### src/bqlp_pkg.sv
// Package for the biquad low-pass filter bank: sizes, register and
// coefficient-set codes, beat and history types, and coefficient unpacking.
// No dependencies.
package bqlp_pkg;

  localparam int CHANNELS    = 16;
  localparam int SAMPLE_BITS = 24;
  localparam int COEF_BITS   = 18;

  localparam int CHANNEL_BITS   = 4;
  localparam int COEF_SET_BITS  = 2;
  localparam int CFG_BITS       = 54;
  localparam int CFG_INDEX_BITS = 2;
  localparam int COEF_PACK_BITS = 3 * COEF_BITS;
  localparam int CH_ADDR_BITS   = (CHANNELS > 1) ? $clog2(CHANNELS) : 1;

  // Configuration register indexes.
  localparam logic [CFG_INDEX_BITS-1:0] CFG_COEF_FAST      = 2'd0;
  localparam logic [CFG_INDEX_BITS-1:0] CFG_COEF_SLOW      = 2'd1;
  localparam logic [CFG_INDEX_BITS-1:0] CFG_COEF_VERY_SLOW = 2'd2;

  // Coefficient set selector codes.
  localparam logic [COEF_SET_BITS-1:0] COEF_SET_FAST      = 2'd0;
  localparam logic [COEF_SET_BITS-1:0] COEF_SET_SLOW      = 2'd1;
  localparam logic [COEF_SET_BITS-1:0] COEF_SET_VERY_SLOW = 2'd2;

  typedef struct packed {
    logic [CHANNEL_BITS-1:0]       channel;
    logic [COEF_SET_BITS-1:0]      coef_set;
    logic                          prime;
    logic signed [SAMPLE_BITS-1:0] sample;
  } samp_beat_t;

  typedef struct packed {
    logic [CHANNEL_BITS-1:0]       out_channel;
    logic signed [SAMPLE_BITS-1:0] filtered;
  } filt_beat_t;

  // One channel's history, one memory word.
  typedef struct packed {
    logic signed [SAMPLE_BITS-1:0] x1;
    logic signed [SAMPLE_BITS-1:0] x2;
    logic signed [SAMPLE_BITS-1:0] y1;
    logic signed [SAMPLE_BITS-1:0] y2;
  } hist_t;

  localparam int HIST_BITS = $bits(hist_t);

  typedef struct packed {
    logic signed [COEF_BITS-1:0] a2;
    logic signed [COEF_BITS-1:0] a1;
    logic signed [COEF_BITS-1:0] b0;
  } coef_t;

  function automatic coef_t coef_unpack(input logic [CFG_BITS-1:0] r);
    logic [COEF_PACK_BITS-1:0] pad;
    pad = COEF_PACK_BITS'(r);
    return coef_t'(pad);
  endfunction

  function automatic logic ch_in_range(input logic [CHANNEL_BITS-1:0] ch);
    return int'(ch) < CHANNELS;
  endfunction

endpackage

### src/bqlp_mac.sv
// Biquad arithmetic: registered products, then sum, rounding and saturation.
// Depends on bqlp_pkg.
module bqlp_mac (
  input  logic                                   clk,
  input  logic                                   en,
  input  logic signed [bqlp_pkg::SAMPLE_BITS-1:0] x,
  input  bqlp_pkg::hist_t                        hist,
  input  bqlp_pkg::coef_t                        coef,
  output logic signed [bqlp_pkg::SAMPLE_BITS-1:0] y
);

  localparam int SB       = bqlp_pkg::SAMPLE_BITS;
  localparam int CB       = bqlp_pkg::COEF_BITS;
  localparam int XS_BITS  = SB + 2;
  localparam int P0_BITS  = XS_BITS + CB;
  localparam int P_BITS   = SB + CB;
  localparam int ACC_BITS = SB + CB + 4;
  localparam int FRAC     = CB - 2;
  localparam logic signed [ACC_BITS-1:0] HALF = ACC_BITS'(1) <<< (FRAC - 1);
  localparam logic signed [ACC_BITS-1:0] SAT_HI =
    {{(ACC_BITS-SB+1){1'b0}}, {(SB-1){1'b1}}};
  localparam logic signed [ACC_BITS-1:0] SAT_LO = ~SAT_HI;

  logic signed [XS_BITS-1:0]  xsum;
  logic signed [P0_BITS-1:0]  p0;
  logic signed [P_BITS-1:0]   p1;
  logic signed [P_BITS-1:0]   p2;
  logic signed [ACC_BITS-1:0] acc;
  logic signed [ACC_BITS-1:0] quot;

  // The numerator taps share b0, so the inputs are summed before the multiply.
  assign xsum = XS_BITS'(x) + (XS_BITS'(hist.x1) <<< 1) + XS_BITS'(hist.x2);

  always_ff @(posedge clk) begin
    if (en) begin
      p0 <= P0_BITS'(xsum * coef.b0);
      p1 <= P_BITS'(hist.y1 * coef.a1);
      p2 <= P_BITS'(hist.y2 * coef.a2);
    end
  end

  // Round half up, then floor by the coefficient fraction bits.
  assign acc  = ACC_BITS'(p0) - ACC_BITS'(p1) - ACC_BITS'(p2) + HALF;
  assign quot = acc >>> FRAC;

  always_comb begin
    if (quot > SAT_HI) begin
      y = SAT_HI[SB-1:0];
    end else if (quot < SAT_LO) begin
      y = SAT_LO[SB-1:0];
    end else begin
      y = quot[SB-1:0];
    end
  end

endmodule

### config.mk
export PLATFORM = sky130hd
export DESIGN_NAME = bqlp_mac
export DESIGN_NICKNAME = d
export VERILOG_FILES = /design/src/bqlp_pkg.sv /design/src/bqlp_mac.sv
export SDC_FILE = /design/constraint.sdc
export NUM_CORES = 2
export LEC_CHECK = 0
export ABC_AREA = 1
export CAP_MARGIN = 20
export CORE_UTILIZATION = 40
export CTS_BUF_LIST = sky130_fd_sc_hd__clkbuf_8
export DETAILED_ROUTE_END_ITERATION = 10
export DONT_BUFFER_PORTS = 1
export GPL_ROUTABILITY_DRIVEN = 0
export SYNTH_ARGS = -nofsm -noshare
export SYNTH_HDL_FRONTEND = slang
export SYNTH_SLANG_ARGS = --single-unit
### constraint.sdc
create_clock -name clk -period 8.1 [get_ports clk]
set_clock_uncertainty 0.05 [all_clocks]
set_input_delay 1.215 -clock clk [delete_from_list [all_inputs] [get_ports clk]]
set_output_delay 1.215 -clock clk [all_outputs]
set_load 0.01 [all_outputs]
==> flow_summary.json <==
{
  "first_iter_violations": 3179,
  "min_path_type": "in2reg",
  "die_h_um": 385,
  "start_util_pct": 40.2,
  "die_area_um2": 148000,
  "first_pass_iters": 6,
  "relSlewSlack_pct": 45.7,
  "synth_area_leaders": "fa_1, inv_1, nand2_1",
  "drcViolationCount": 0,
  "ys_seq_area_share_pct": 6.56,
  "finalSetupViolCount": 0,
  "cp-end-kind": "flip-flop",
  "synth_top_cell_area_share_pct": 47.0,
  "crit_type": "in2reg",
  "cts_tree": "yes",
  "cts_hold_buf": 0,
  "period_needed_ns": 8.06,
  "hpwl_um": 140000,
  "dp_cells": 9120,
  "grt_max_degree": 129,
  "cp.depth": 31,
  "die_w_um": 385,
  "num_io_pins": 200,
  "grt_pass1_wl_um": 266000,
  "htree_levels": 4,
  "fp-row-count": 140,
  "yosysWarningCount": 0,
  "ant_nets": 0,
  "cp.required_ns": 8.24,
  "max-cap-violations": 0,
  "fmax_mhz": 124,
  "cts.sinks": 128,
  "async_flop_share_pct": 0,
  "syn_nets": 9119,
  "ys.flop_type": "edfxtp_1",
  "syn_area_per_cell_um2": 8.21,
  "cts_made_buffers": 17,
  "track_usage_pct": 22.9,
  "cts_buffer_depth": 2,
  "ys_top_cells_by_count": "inv_1, nand2_1, fa_1, ha_1, nor2_1",
  "cts_root_buf": "clkbuf_8",
  "synth_cells": 7137,
  "yosys.cell_count.top_type": "inv_1",
  "antenna_found_initial": 1,
  "coreArea_um2": 146000,
  "critical_path_buf_inv_count": 8,
  "cpMaxStageDelayCell": "fa_1",
  "first_global_vias": 48700,
  "tightest_slew_ns": 0.814,
  "cpPeakStageDelay_ns": 0.57,
  "drive_above_1_share_pct": 10.5,
  "vias_per_cell": 4.97,
  "overflow": 0,
  "nets": 9244,
  "critical_path_arrival_ns": 8.20,
  "path_max_fanout": 8,
  "clk_pin_slew_worst_paths_ns": 0.09,
  "critPathTopFamily": "adder cells",
  "timing.final.crit_share_pct": 99.5,
  "fillers": 14300,
  "ys_types": 49,
  "port_buffers": 0,
  "vias": 45700,
  "hold_slack_ns": 0.905,
  "synth_area_um2": 58600,
  "holdPathStages": 0,
  "synth-edff-count": 128,
  "start_kind": "primary input",
  "wl_um": 167000,
  "post_drt_wl_per_cell_um": 18.1,
  "fin_util_pct": 44.4,
  "areaGrowthSynthToFinish_pct": 10.4,
  "outcome": "completed",
  "grt_setup_unrepaired": "true",
  "yosysTopAreaCell": "fa_1",
  "cp_common_cell": "fa_1",
  "final_cells": 9192,
  "ys_seq_elements": 128,
  "hold_viol_final": 0,
  "slew_violations": 0
}
per-stage QoR:
| step | setup WS (ns) | TNS [ns] | area [um^2] |
|---|---|---|---|
| 3_3_place_gp | -0.593 | -13.22 | 62500 |
| 6_report | 0.0391 | 0 | 64700 |
| 5_1_grt | -0.256 | -2.15 | 64700 |
| 3_5_place_dp | -0.686 | -14.70 | 62500 |
| 4_1_cts | -0.0345 | -0.0345 | 62900 |
| 2_1_floorplan | -0.00955 | -0.00955 | 58700 |
layer usage:
metal  wire length, um  vias up  track usage (%)
met2             78600     1680             37.7
met4              2590        0             3.66
met3             12900      183             3.29
li1                  -    20700                -
met1             72700    23100             32.6
met5                 0        -                0
worst paths after layout:
path	start	end	slack [ns]
max	hist[72]	p0[42]	0.04
min	en	p0[1]	0.91
cell usage in the layout, fill, tap and decap left out, drive strengths merged, types with 6 or more instances in the layout:
cell type and n:
inv 2027, nand2 1690, fa 1374, ha 432, nor2 424, buf 343, a21oi 203, edfxtp 128
o21ai 112, xor2 103, nand3 86, xnor2 71, or2 61, a31oi 28, nand4 26, o21bai 25
a21o 23, nor3 20, clkbuf 19, clkinv 15, nor4 14, o21a 10, a21boi 9, o221ai 7
o211ai 6
state kept, by name, summed over array words and instances (netlist names):
register / cells
p1: 42
p0: 44
p2: 42
cells by family (layout without fill, tap and decap cells):
logic type               after synthesis  after routing  synth area share (%)
AND/OR/NAND/NOR                     2328           2328                  15.8
buffers and inverters               2272           2409                  14.7
adder cells (fa/ha/maj)             1806           1806                  56.2
AO/OA/AOI/OAI                        429            429                  4.15
XOR/XNOR                             174            174                  2.69
flip-flops                           128            128                  6.56
other                                  0              1                     0
timing repair:
item / CTS / global route
cloned: 0 / 2
endpoints found under the setup margin: 24 / 30
gates resized for setup: 24 / 331
pin swaps: 4 / 159
setup buffers: 1 / 37
final cells by class:
class	count	area (um^2)	share of cell area, %
diodes	1	2.50	0.00387
multi-input cells	4737	47700	73.7
clock buffers	17	234	0.362
repair buffers	345	2740	4.24
inverters	2033	7660	11.8
well taps	1917	2400	3.71
clock inverters	14	129	0.199
flip-flops and latches	128	3840	5.94
Power is left out: the tool's default activity adds up to more than one toggle a clock period on the data nets, which glitch-free logic cannot reach.
