### config.mk
export PLATFORM = sky130hd
export DESIGN_NAME = bqlp_ram
export DESIGN_NICKNAME = d
export VERILOG_FILES = /design/src/bqlp_ram.sv
export SDC_FILE = /design/constraint.sdc
export NUM_CORES = 1
export LEC_CHECK = 0
export BUFFER_PORTS_ARGS = -buffer_cell sky130_fd_sc_hd__buf_2
export CORE_UTILIZATION = 55
export DETAILED_ROUTE_END_ITERATION = 12
export PLACE_DENSITY = 0.76
export SYNTH_ARGS = -nofsm -noshare
export SYNTH_HDL_FRONTEND = slang
export SYNTH_SLANG_ARGS = --single-unit
### constraint.sdc
create_clock -name clk -period 5.6 [get_ports clk]
set_clock_uncertainty 0.1 [all_clocks]
set_input_delay 1.4 -clock clk [delete_from_list [all_inputs] [get_ports clk]]
set_output_delay 1.4 -clock clk [all_outputs]
set_load 0.05 [all_outputs]
### src/bqlp_ram.sv
// Generic single-write, single-read RAM with a registered read port.
// No dependencies.
module bqlp_ram #(
  parameter int WIDTH = 8,
  parameter int DEPTH = 16
) (
  input  logic                                   clk,
  input  logic                                   we,
  input  logic [((DEPTH > 1) ? $clog2(DEPTH) : 1)-1:0] waddr,
  input  logic [WIDTH-1:0]                       wdata,
  input  logic                                   re,
  input  logic [((DEPTH > 1) ? $clog2(DEPTH) : 1)-1:0] raddr,
  output logic [WIDTH-1:0]                       rdata
);

  logic [WIDTH-1:0] mem [DEPTH];

  always_ff @(posedge clk) begin
    if (we) begin
      mem[waddr] <= wdata;
    end
    if (re) begin
      rdata <= mem[raddr];
    end
  end

endmodule

==> results.yml, run 1 <==
run_status:
  run_status: "finished clean"
place:
  gp_congestion: 0.759
  dp_slack_ns: 1.99
  dp_cells: 377
  portBuffers: 26
  place_hpwl_mm: 5.65
hold_path:
  whs_path_depth: 3
  hold_path.class: "reg -> reg"
worst_setup_path:
  worstPathMaxFanout: 32
  reg2reg_depth: 3
  worstSetupEndpointType: "flip-flop"
  rr_endpoint: "rdata[1]"
  cp.arrival_ns: 3.27
  reg2reg_from: "mem[3][1]"
  rrSetupSlack_ns: 3.93
  worst-path-buf-inv: 1
  crit_path_top_delay_cell: "buf_2"
  cp.required_ns: 5.76
  crit_family: "buffers and inverters"
  cp_cell_sequence: "buf_2 > mux4_1 > a22oi_1 > nand2_1"
  endpoint: "rdata[1]"
  startpoint: "raddr[0]"
  worstSetupPathType: "in -> reg"
  cp.depth: 4
  slowest_delay_ns: 0.78
  cp-start-kind: "input port"
timing:
  timing.fmax_mhz: 321
  hold_violations: 0
  rsz0062_at_grt: "no"
  fin_setup_tns_ns: 0
  maxSlewHeadroom_pct: 29.5
  slew_violations: 0
  max_slew.worst_pin.slew_ns: 1.06
  setup_viol: 0
  fin_crit_ns: 3.11
  finalWorstSetupSlack_ns: 2.49
  finalCritPeriodShare_pct: 55.6
die:
  initial_utilization_pct: 56.6
  die_y_um: 99.5
  core-area_um2: 9240
  rows: 35
  fp.dieArea_um2: 9900
  die_w_um: 99.5
  ios: 27
grt:
  grt.total_usage_pct: 21.9
  grt_pass1_vias: 2527
  gr-total-overflow: 0
  grt_max_degree: 33
  antenna_found_initial: 0
  grt_pass1_wl_mm: 14.8
clock_tree:
  clk_latency_ns: 0.51
  clockRootBuffer: "clkbuf_8"
  tritoncts: "done"
  cts_setup_buffers: 0
  clkSinkCount: 136
  cts_resized: 0
  clk_pin_slew_worst_paths_ns: 0.06
  htreeDepth: 4
  cts_buffers: 17
  postCtsHoldBufs: 0
  clk_path_buf_depth: 2
pwr:
  pwr-share-comb_pct: 4.7
  clkPwrFrac_pct: 47.0
  vdd_drop_max_mv: 0.240
  power.density_nw_per_um2: 394
  p_leak_nw: 2.01
  p_int_mw: 1.91
  p_sw_share_pct: 20.2
  seqPwrFrac_pct: 48.3
  p_switching_mw: 0.484
final_layout:
  antenna_cells: 0
  fin_cells: 409
  regArea_um2: 4080
  post-route-util_pct: 65.6
  nets: 286
  drive_above_1_share_pct: 27.9
  syn_to_final_growth_pct: 15.9
  num-fill-cells: 554
  multi_input_area_um2: 1060
synthesis:
  synthTopCellsByCount: "136 x edfxtp_1, 18 x mux4_2, 16 x a22oi_1"
  yosysMostFrequentCell: "edfxtp_1"
  synth_seq_cells: 136
  synthArstFlopShare_pct: 0
  synth_cell_type_count: 18
  syn_area_um2: 5230
  syn_nets: 248
  synth_enable_flop_cells: 136
  synth_warnings: 0
  synth.avg_cell_area_um2: 22.8
  yosys.area.top_type: "edfxtp_1"
  synthTopCellsByArea: "edfxtp_1 78%, mux4_2 7.8%, mux4_1 7.0%"
  synthCells: 229
  yosys.area.top_type_share_pct: 78.1
  synthFlopType: "edfxtp_1"
  ys_seq_area_share_pct: 78.1
detailed_routing:
  first_iter_violations: 254
  routedWlPerCell_um: 23.9
  ant_nets: 0
  wl_met1_mm: 3.94
  wl_met2_mm: 4.78
  drt-total-wl_mm: 9.79
  drt-pass1-iter-count: 5
  wl_met3_um: 926
  via_count: 2452
  maxUsedRoutingLayer: "met4"
  post-route-drc-count: 0
  viasPerCell: 6.00
run:
  drv_cap: 0
[worst min path at each step]
stage | from | to | slack, ns
2_1_floorplan | mem[7][0] | rdata[0] | 0.60
3_3_place_gp | mem[8][1] | rdata[1] | 0.63
3_5_place_dp | mem[11][5] | rdata[5] | 0.64
4_1_cts | mem[11][4] | rdata[4] | 0.66
5_1_grt | mem[14][5] | rdata[5] | 0.69
6_report | mem[8][0] | rdata[0] | 0.67
[logic make-up after synthesis]
family	count (synthesis)	synth area share, %
simple gates	35	3.14
mux	32	14.8
flops	136	78.1
compound gates	16	2.30
buf+inv	10	1.65
[metrics by stage]
stage               instance area [um2]  total power [mW]  hold slack, ns
global route                       6060              2.44           0.691
CTS                                6060              2.40           0.663
finish                             6060              2.39           0.665
detailed placement                 5460              1.29           0.643
global placement                   5460              1.28           0.635
floorplan                          5230              1.25           0.605
[flip-flops by register name, summed over array words and instances, names as in the netlist]
register / flops
mem: 128
rdata: 8
[layout make-up]
class | instances | area share, %
Clock buffer | 19 | 6.96
Tap cell | 129 | 2.66
Multi-Input combinational cell | 83 | 17.5
Sequential cell | 136 | 67.4
Timing Repair Buffer | 29 | 2.52
Clock inverter | 13 | 2.95
[cells in the final DEF, fill, tap and decap left out, types with 2 or more instances in the layout]
cell	n
edfxtp_1	136
buf_2	26
mux4_2	18
a22oi_1	16
clkbuf_16	16
mux4_1	14
nor2_1	13
nand2_1	9
bufinv_16	4
nor3_1	3
clkinv_2	3
clkinvlp_4	3
buf_4	3
nand3b_1	2
nand2b_1	2
clkbuf_1	2
clkinv_4	2
[routing by layer]
metal | up-vias | global-route usage, %
li1 | 1058 | -
met1 | 1251 | 30.3
met2 | 127 | 33.8
met3 | 16 | 6.25
met4 | 0 | 8.60
met5 | - | 0
[worst reg2reg max path: cells and delay by family, from the launching register on]
kind             cells  cell delay, ns
multiplexers         1            0.53
AO/OA/AOI/OAI        1            0.28
flip-flops           1            0.41
AND/OR/NAND/NOR      1            0.10
[power groups by stage]
stage	registers, mW	logic (mW)	clock network (mW)
finish	1.15	0.113	1.12
global route	1.16	0.122	1.17
CTS	1.15	0.115	1.13
detailed placement	1.17	0.113	0
global placement	1.17	0.111	0
floorplan	1.19	0.0579	0
Note: power is estimated with default switching activity, not from simulation.
==> inputs of run 2 (changes only) <==
==> constraint.sdc (replaced) <==
create_clock -name clk -period 3.1 [get_ports clk]
set_clock_uncertainty 0.1 [all_clocks]
set_input_delay 0.775 -clock clk [delete_from_list [all_inputs] [get_ports clk]]
set_output_delay 0.775 -clock clk [all_outputs]
set_load 0.05 [all_outputs]
==> results.yml, run 2 (same netlist as run 1, synthesis figures left out) <==
run_status:
  run_status: "finished clean"
worst_setup_path:
  cp-start-kind: "flip-flop"
  slowest_delay_ns: 0.41
  cp.arrival_ns: 1.17
  worstSetupEndpointType: "primary output"
  crit_path_top_delay_cell: "edfxtp_1"
  cp_cell_sequence: "buf_2"
  reg2reg_depth: 3
  cp.required_ns: 2.22
  crit_family: "flip-flops"
  worstSetupPathType: "reg -> out"
  worstPathMaxFanout: 1
  worst-path-buf-inv: 1
  cp.depth: 1
final_layout:
  mostFrequentLayoutCells: "136 x edfxtp_1, 26 x buf_2, 18 x mux4_2"
  layout_commonest_cell: "edfxtp_1"
  fin_cells: 423
  largest_reg_flops: 128
  multi_input_area_um2: 1060
  regMostFlops: "mem"
  syn_to_final_growth_pct: 17.0
  top_regs: "mem: 128 flops, rdata: 8 flops"
  regArea_um2: 4080
  drive_above_1_share_pct: 32.0
  fin_area_um2: 6120
  num-fill-cells: 570
  nets: 300
  antenna_cells: 0
grt:
  use_met1_pct: 29.7
  gr-max-usage-layer: "met2"
  grt.total_usage_pct: 21.6
  grtUsageMet3_pct: 5.76
  grt_pass1_vias: 2462
  grt_pass1_wl_mm: 14.4
  grt_max_degree: 33
  gr-total-overflow: 0
  antenna_found_initial: 0
  use_met2_pct: 33.5
detailed_routing:
  routedWlPerCell_um: 22.6
  first_iter_violations: 150
  via_count: 2468
  drt-pass1-iter-count: 4
  viasPerCell: 5.83
  post-route-drc-count: 0
  drt-total-wl_mm: 9.56
  ant_nets: 0
timing:
  rsz0062_at_grt: "no"
  fin_setup_tns_ns: 0
  maxSlewHeadroom_pct: 49.2
  finalCritPeriodShare_pct: 66.0
  setup_viol: 0
  hold_violations: 0
  timing.fmax_mhz: 489
  max_slew.worst_pin.slew_ns: 0.759
  slew_violations: 0
  fin_crit_ns: 2.05
  fin_hold_ws_ns: 0.514
clock_tree:
  cts_setup_buffers: 0
  tritoncts: "done"
  clockRootBuffer: "clkbuf_8"
  clk_pin_slew_worst_paths_ns: 0.06
  clk_latency_ns: 0.52
  cts_buffers: 17
  postCtsHoldBufs: 0
  cts_resized: 0
  htreeDepth: 4
  clk_path_buf_depth: 2
  clkSinkCount: 136
pwr:
  power.density_nw_per_um2: 663
  p_total_mw: 4.06
  vdd_drop_max_mv: 0.284
  p_leak_nw: 2.06
run:
  drv_cap: 0
die:
  rows: 35
  core-area_um2: 9240
  die_y_um: 99.5
  initial_utilization_pct: 56.6
  die_w_um: 99.5
  ios: 27
  fp.dieArea_um2: 9900
place:
  place_area_um2: 5590
  dp_cells: 391
  place_hpwl_mm: 5.88
  portBuffers: 26
  gp_congestion: 0.744
hold_path:
  hold_path.class: "in -> reg"
  whs_path_depth: 1
-- run 2: final timing paths --
check	from	end	slack, ns
setup / recovery	rdata[5]	rdata[5]	1.06
hold / removal	re	rdata[0]	0.51
setup reg to reg	mem[1][1]	rdata[1]	1.50
hold reg to reg	mem[14][5]	rdata[5]	0.64
-- run 2: through the flow --
stage          worst slack (ns)  util [%]
2_1_floorplan             0.732         -
3_3_place_gp              0.599      60.4
3_5_place_dp              0.584      60.4
4_1_cts                    1.03      66.2
5_1_grt                    1.01      66.2
6_report                   1.06      66.2
-- run 2: power breakdown --
group | internal, mW | switching, mW | leakage (nW)
Combinational | 0.0799 | 0.134 | 0.573
Clock | 0.993 | 0.765 | 0.252
Sequential | 2.07 | 0.0118 | 1.24
Total | 3.15 | 0.910 | 2.06
-- run 2: cell type report --
cell class	instances	share of cell area [%]
multi-input cells	83	17.3
clock buffers	17	6.77
flip-flops and latches	136	66.7
clock inverters	15	1.94
repair buffers	43	4.62
well taps	129	2.64
-- run 2: metal layers --
| layer | share of wire [%] | routed length (um) | up-vias |
|---|---|---|---|
| met4 | 1.3 | 123 | 0 |
| met2 | 49 | 4710 | 119 |
| met3 | 8.2 | 780 | 13 |
| met5 | 0 | 0 | - |
| li1 | - | - | 1093 |
| met1 | 41 | 3950 | 1243 |
